--- src/podc_pkg.sv ---
// podc_pkg: constants, codes and types for the pop order discipline checker
// no dependencies
package podc_pkg;
   localparam int DEPTH     = 256;
   localparam int KEY_WIDTH = 32;
   localparam int PTR_W     = $clog2(DEPTH);
   localparam int CNT_W     = $clog2(DEPTH + 1);

   typedef enum logic [1:0] {
      KIND_START  = 2'd0,
      KIND_INSERT = 2'd1,
      KIND_REMOVE = 2'd2,
      KIND_NONE   = 2'd3
   } kind_type;

   typedef enum logic [2:0] {
      VERDICT_IMPOSSIBLE = 3'd0,
      VERDICT_UNSURE     = 3'd1,
      VERDICT_QUEUE      = 3'd2,
      VERDICT_STACK      = 3'd3,
      VERDICT_PRIORITY   = 3'd4
   } verdict_type;

   typedef logic [KEY_WIDTH-1:0] key_type;

   // broadcast from the controller to every sorted cell
   typedef struct packed {
      logic    ins;
      logic    rem;
      logic    clr;
      key_type key;
   } cell_cmd_type;

   typedef struct packed {
      logic [1:0]  kind;
      logic [31:0] value;
   } req_type;

   typedef struct packed {
      logic [2:0] verdict;
      logic       may_be_queue;
      logic       may_be_stack;
      logic       may_be_priority;
      logic       overflow;
   } rsp_type;
endpackage

--- src/podc_cell.sv ---
// podc_cell: one slot of the descending sorted chain for the max order
// depends on podc_pkg
module podc_cell (
   input  logic                   clock,
   input  logic                   reset,
   input  podc_pkg::cell_cmd_type cmd,
   input  podc_pkg::key_type      left_key,
   input  logic                   left_full,
   input  podc_pkg::key_type      right_key,
   input  logic                   right_full,
   output podc_pkg::key_type      key_out,
   output logic                   full_out
);
   import podc_pkg::*;

   key_type key_ff, key_in;
   logic    full_ff, full_in;
   logic    lt, left_lt;

   // an empty cell counts as smaller than any new key
   assign lt      = !full_ff || (key_ff < cmd.key);
   assign left_lt = left_full && (left_key < cmd.key);

   // insert: smaller keys move one cell right and the new key fills the gap
   // remove: every cell takes its right neighbor, dropping the maximum in cell 0
   always_comb begin
      key_in  = key_ff;
      full_in = full_ff;
      if (cmd.clr) begin
         full_in = 1'b0;
      end else if (cmd.ins) begin
         if (lt && (full_ff || left_full)) begin
            key_in  = left_lt ? left_key : cmd.key;
            full_in = 1'b1;
         end
      end else if (cmd.rem) begin
         key_in  = right_key;
         full_in = right_full;
      end
   end

   always_ff @(posedge clock) begin
      if (reset) full_ff <= 1'b0;
      else       full_ff <= full_in;
      key_ff <= key_in;
   end

   assign key_out  = key_ff;
   assign full_out = full_ff;
endmodule

--- config.mk ---
export PLATFORM = sky130hd
export DESIGN_NAME = podc_cell
export DESIGN_NICKNAME = d
export VERILOG_FILES = /design/src/podc_pkg.sv /design/src/podc_cell.sv
export SDC_FILE = /design/constraint.sdc
export NUM_CORES = 1
export LEC_CHECK = 0
export ABC_AREA = 0
export BUFFER_PORTS_ARGS = -buffer_cell sky130_fd_sc_hd__buf_2
export CAP_MARGIN = 10
export CORE_MARGIN = 4
export CORE_UTILIZATION = 46
export DETAILED_ROUTE_END_ITERATION = 16
export PLACE_DENSITY = 0.81
export SKIP_LAST_GASP = 1
export SYNTH_ARGS = -nofsm -noshare
export SYNTH_HDL_FRONTEND = slang
export SYNTH_SLANG_ARGS = --single-unit
--- constraint.sdc ---
create_clock -name clock -period 2.95 [get_ports clock]
set_input_delay 0.4425 -clock clock [delete_from_list [all_inputs] [get_ports clock]]
set_output_delay 0.4425 -clock clock [all_outputs]
set_load 0.03 [all_outputs]
==> metrics.txt, run 1 <==
die area=9657 um2; Max rail drop VDD=238.2 uV; CTS tree=done; num rows=32; RSZ-0062 raised after global routing=false; Port Buffer Count=135; Syn. warnings=0; Post-CTS Setup Repair Bufs=0; Die W=98.27 um; RD Place Congestion=0.9384; vias per cell=6.218; core area=7807 um2; number of remaining DRC errors=0; GRT overflow=0; total CTS buffers=5; Most used DFF post-synth=edfxtp_1; Worst Tran Pin Value=481.1 ps; largest net degree at the start of global routing=85; first-pass GRT wire length=19040 um; CTS clk-pin slew, worst paths=80 ps; max_cap viols=0; Vert. Die Dim=98.27 um; CTS Buffer Depth=2; vias in the first global route=4096; setup TNS=0 ps; critical-path cell list=ha_1, a21o_1, a21o_1, a221o_1, o31ai_1, a21o_1, buf_4; Crit path arrival time=2370 ps; top cell type by total area after synthesis=edfxtp_1; Total Wirelength=11710 um; Num Clock Sinks=33; Initial Util=0.4801; crit path launch type=register; worst skew pair latency=290 ps; DR vias=4029; critical path's largest stage delay=410 ps; largest delay contributor family on the critical path=compound AO/OA/AOI/OAI gates; H-tree levels=2; crit path max fanout=18; PwrDens=352.5 nW/um2; fin crit period=2392 ps; critical path required time=2920 ps; P&R area growth vs syn=23.53%; Finished Core Util=0.5931; largest cells by area after synthesis=edfxtp_1 26%, ha_1 21%, o2111ai_1 7.7%, nand4_1 7.7%, a31oi_1 5.5%; outcome=completed; DR WL/cell=18.07 um; Synth top area share=0.2563; I/O pin cnt=136; synth cell count leaders=62 x ha_1, 46 x nand4_1, 34 x nand3_1; Setup-failing EPs final=0; most common cell in the synthesized netlist=ha_1; Post-synth EDFFs=32; share of cells above drive strength 1=0.3022; Post-Syn Area per Cell=8.904 um2; Overall Global Routing Usage=0.2362; post-synthesis cell area=3749 um2; worst hold path type=in -> reg; syn_nets=586; CP Class=reg -> reg; slowest cell on the critical path=edfxtp_1; Resized cells post-CTS=0; clock skew=6.691 ps; final hold viol count=0; #FFs+latches synth=33; FMAX=0.4181 GHz; first drt pass iteration count=5; Slew Limit Fails=0; antenna violations before repair=0; dominant cell type by count on the critical path=a21o_1; Initial DRC Count=247; Routed Antenna Nets=0; FFs w/ async S/R, synth=0; Leak=2.129 nW; Ant. Diodes=0; clock root cell=clkbuf_8; final worst-path cycle share=0.8108; crit path capture type=register; Cells after Synth=421; Hold Buf Count CTS=0; worst path bufs/invs=1; max_slew headroom=0.6792; post-synthesis sequential area ratio=0.2617; post-DP HPWL=9165 um; fin nets=710; fillers=727; Synth cell types=41
sequential cells by signal, indices dropped and copies added (netlist names):
name / count
key_out: 32
full_out: 1
through the flow:
step / instance area [um2] / hold slack, ps / setup slack, ps / cells / total power, mW
detailed placement: 4524 / 514.9 / 274.8 / 640 / 1.199
global route: 4631 / 450.7 / 445.3 / 648 / 1.726
CTS: 4631 / 438.2 / 536.1 / 648 / 1.634
floorplan: 3749 / 596.7 / 95.92 / 421 / 0.9797
finish: 4631 / 452.1 / 558.1 / 648 / 1.632
global placement: 4524 / 497.1 / 306.4 / 640 / 1.174
worst paths after layout:
kind          startpoint  slack (ps)          to  depth (start not counted)
max          key_out[13]         560  key_out[3]                          7
min                reset         450    full_out                          4
max reg2reg  key_out[13]         560  key_out[3]                          7
min reg2reg     full_out         530    full_out                          2
routing by layer:
| metal | up-vias | track usage | wire length [um] |
|---|---|---|---|
| li1 | 1934 | - | - |
| met1 | 1882 | 0.2781 | 4616 |
| met4 | 0 | 0.06618 | 218 |
| met3 | 22 | 0.05143 | 943 |
| met5 | - | 0 | 0 |
| met2 | 191 | 0.4304 | 5934 |
worst reg2reg max path: stages (launching register included):
cell and delay (ps):
edfxtp_1 410, ha_1 310, a21o_1 160, a21o_1 160, a221o_1 340, o31ai_1 250, a21o_1 170, buf_4 280
layout make-up:
| type | instances | area, um2 | area share |
|---|---|---|---|
| Clock buffer | 6 | 72.57 | 0.01567 |
| Timing Repair Buffer | 150 | 803.3 | 0.1735 |
| Multi-Input combinational cell | 322 | 2489 | 0.5374 |
| Inverter | 33 | 123.9 | 0.02675 |
| Sequential cell | 33 | 980.9 | 0.2118 |
| Clock inverter | 2 | 33.78 | 0.007295 |
| Tap cell | 102 | 127.6 | 0.02756 |
layout by cell type, fill, tap and decap left out, types with 16 or more instances in the layout:
| cell | instances |
|---|---|
| buf_2 | 134 |
| ha_1 | 62 |
| nand4_1 | 46 |
| nand3_1 | 34 |
| inv_1 | 33 |
| o2111ai_1 | 33 |
| nor2b_1 | 33 |
| a31oi_1 | 33 |
| edfxtp_1 | 32 |
| a21oi_1 | 16 |
where the power goes:
part / switching (mW) / total, mW / internal [mW]
combinational: 0.374 / 0.615 / 0.240
clock: 0.190 / 0.440 / 0.250
sequential: 0.0190 / 0.578 / 0.559
kinds of logic (layout without fill, tap and decap cells):
kind of cell / Yosys count / in the layout / share of synthesized area
and+or+nand+nor: 138 / 138 / 0.2103
AOI/OAI and AO/OA: 122 / 122 / 0.2443
buffers and inverters: 66 / 191 / 0.07677
adders and majority gates: 62 / 62 / 0.2069
DFF: 33 / 33 / 0.2617
(Power assumes the default switching activity.)
==> run 2, diff against run 1 <==
- clock period: 2.95 -> 2 ns (I/O delays scaled with it)
==> run 2 against run 1 <==
Critical path type unchanged. Register-to-register slack worse by 950 ps. Final cell count is 14% higher. Sequential cell count stayed put. Largest power group unchanged. Highest routed layer unchanged. The run now ends with negative setup slack left. Sequential power grew 48%.
==> metrics.txt, run 2 (synthesized netlist as in run 1, its figures left out) <==
die area=9657 um2; largest net degree at the start of global routing=81; Metal-1 WL=5502 um; setup TNS=-14840 ps; PwrDens=470.8 nW/um2; crit path launch type=register; final worst-path cycle share=1.198; Leak=2.664 nW; Total Power=2.815 mW; crit path capture type=register; FMAX=0.4174 GHz; met2 WL=7578 um; DP Area=5325 um2; vias per cell=6.559; Setup WS post-layout=-396.0 ps; hold_ws=311.3 ps; Setup-failing EPs final=64; CP Class=reg -> reg; I/O pin cnt=136; final hold viol count=0; first-pass GRT wire length=20890 um; commonest non-fill, non-tap cells in the layout=131 x buf_2, 91 x buf_4, 49 x ha_1; Crit path arrival time=2460 ps; P&R area growth vs syn=59.51%; Initial Util=0.4801; CTS tree=done; critical path's largest stage delay=430 ps; Hold Buf Count CTS=0; num rows=32; CTS clk-pin slew, worst paths=80 ps; worst path bufs/invs=1; max_slew headroom=0.6350; first drt pass iteration count=6; antenna violations before repair=0; Max rail drop VDD=343.8 uV; RD Place Congestion=0.8886; RSZ-0062 raised after global routing=true; clock skew=7.585 ps; Num Clock Sinks=33; Total Wirelength=16070 um; crit path max fanout=14; critical-path cell list=ha_1, nand4_1, or2_2, nor3_2, o31ai_2, a21o_4, buf_12; number of remaining DRC errors=0; CTS Buffer Depth=2; DR WL/cell=21.69 um; vias in the first global route=4524; R2R Setup Slk=-400 ps; share of cells above drive strength 1=0.4930; commonest non-fill, non-tap cell in the layout=buf_2; outcome=complete, but fails checks; DP Worst Slack=-348.9 ps; Ant. Diodes=0; largest delay contributor family on the critical path=simple AND/OR/NAND/NOR gates; max reg flops=32; post-DP HPWL=10130 um; fin nets=803; worst hold path type=in -> reg; total CTS buffers=5; final non-filler cell area=5979 um2; max layer used=met4; failing checks=negative setup slack; Port Buffer Count=135; slowest cell on the critical path=edfxtp_1; GRT overflow=0; fin crit period=2396 ps; core area=7807 um2; Routed met3 length=1789 um; Layout Cells excl Fill=741; H-tree levels=2; Vert. Die Dim=98.27 um; max_cap viols=0; DR vias=4860; Overall Global Routing Usage=0.2594; Slew Limit Fails=0; clock root cell=clkbuf_8; Routed Antenna Nets=0; Placed Cells incl. Taps=723; Die W=98.27 um; Worst Tran Pin Value=547.4 ps; Initial DRC Count=593; worst skew pair latency=300 ps; critical path required time=2060 ps; Finished Core Util=0.7659
==> run 2: cell count changes in the layout (fill, tap and decap cells not counted), sizes merged <==
| cell | before | now |
|---|---|---|
| clkinv | 1 | 2 |
| bufinv | 1 | 0 |
| clkbuf | 6 | 11 |
| buf | 150 | 238 |
==> run 2: final timing paths <==
kind               startpoint           to  depth (start not counted)
hold / removal          reset     full_out                          4
setup reg to reg  key_out[29]  key_out[19]                          7
hold reg to reg      full_out     full_out                          2
setup / recovery  key_out[29]  key_out[19]                          7
==> run 2: layout make-up <==
type,count,area (um2)
multi-input cells,322,2940
clock inverters,2,10.01
fillers,477,1828
well taps,102,127.6
repair buffers,243,1709
inverters,33,138.9
clock buffers,6,72.57
flip-flops and latches,33,980.9
==> run 2: repair_timing <==
action,in CTS,in global routing
endpoints found under the setup margin,45,64
pin swaps,1,34
buffers inserted,0,3
cloned,0,7
gates resized for setup,2,61
==> run 2: tightest hold or removal path: stages <==
cell and delay, ps:
buf_2 80, nor2_1 30, o21ai_0 100, a31oi_1 50
==> run 2: report_power, final <==
group / switching [mW] / internal [mW] / total (mW)
Clock: 0.294 / 0.242 / 0.536
Sequential: 0.0331 / 0.824 / 0.857
Combinational: 0.764 / 0.658 / 1.42
Total: 1.09 / 1.72 / 2.82
==> run 2: routing by layer <==
metal,vias to the layer above,track usage
met2,423,0.4555
met5,-,0
met3,137,0.03929
li1,2116,-
met1,2184,0.3129
met4,0,0.1155
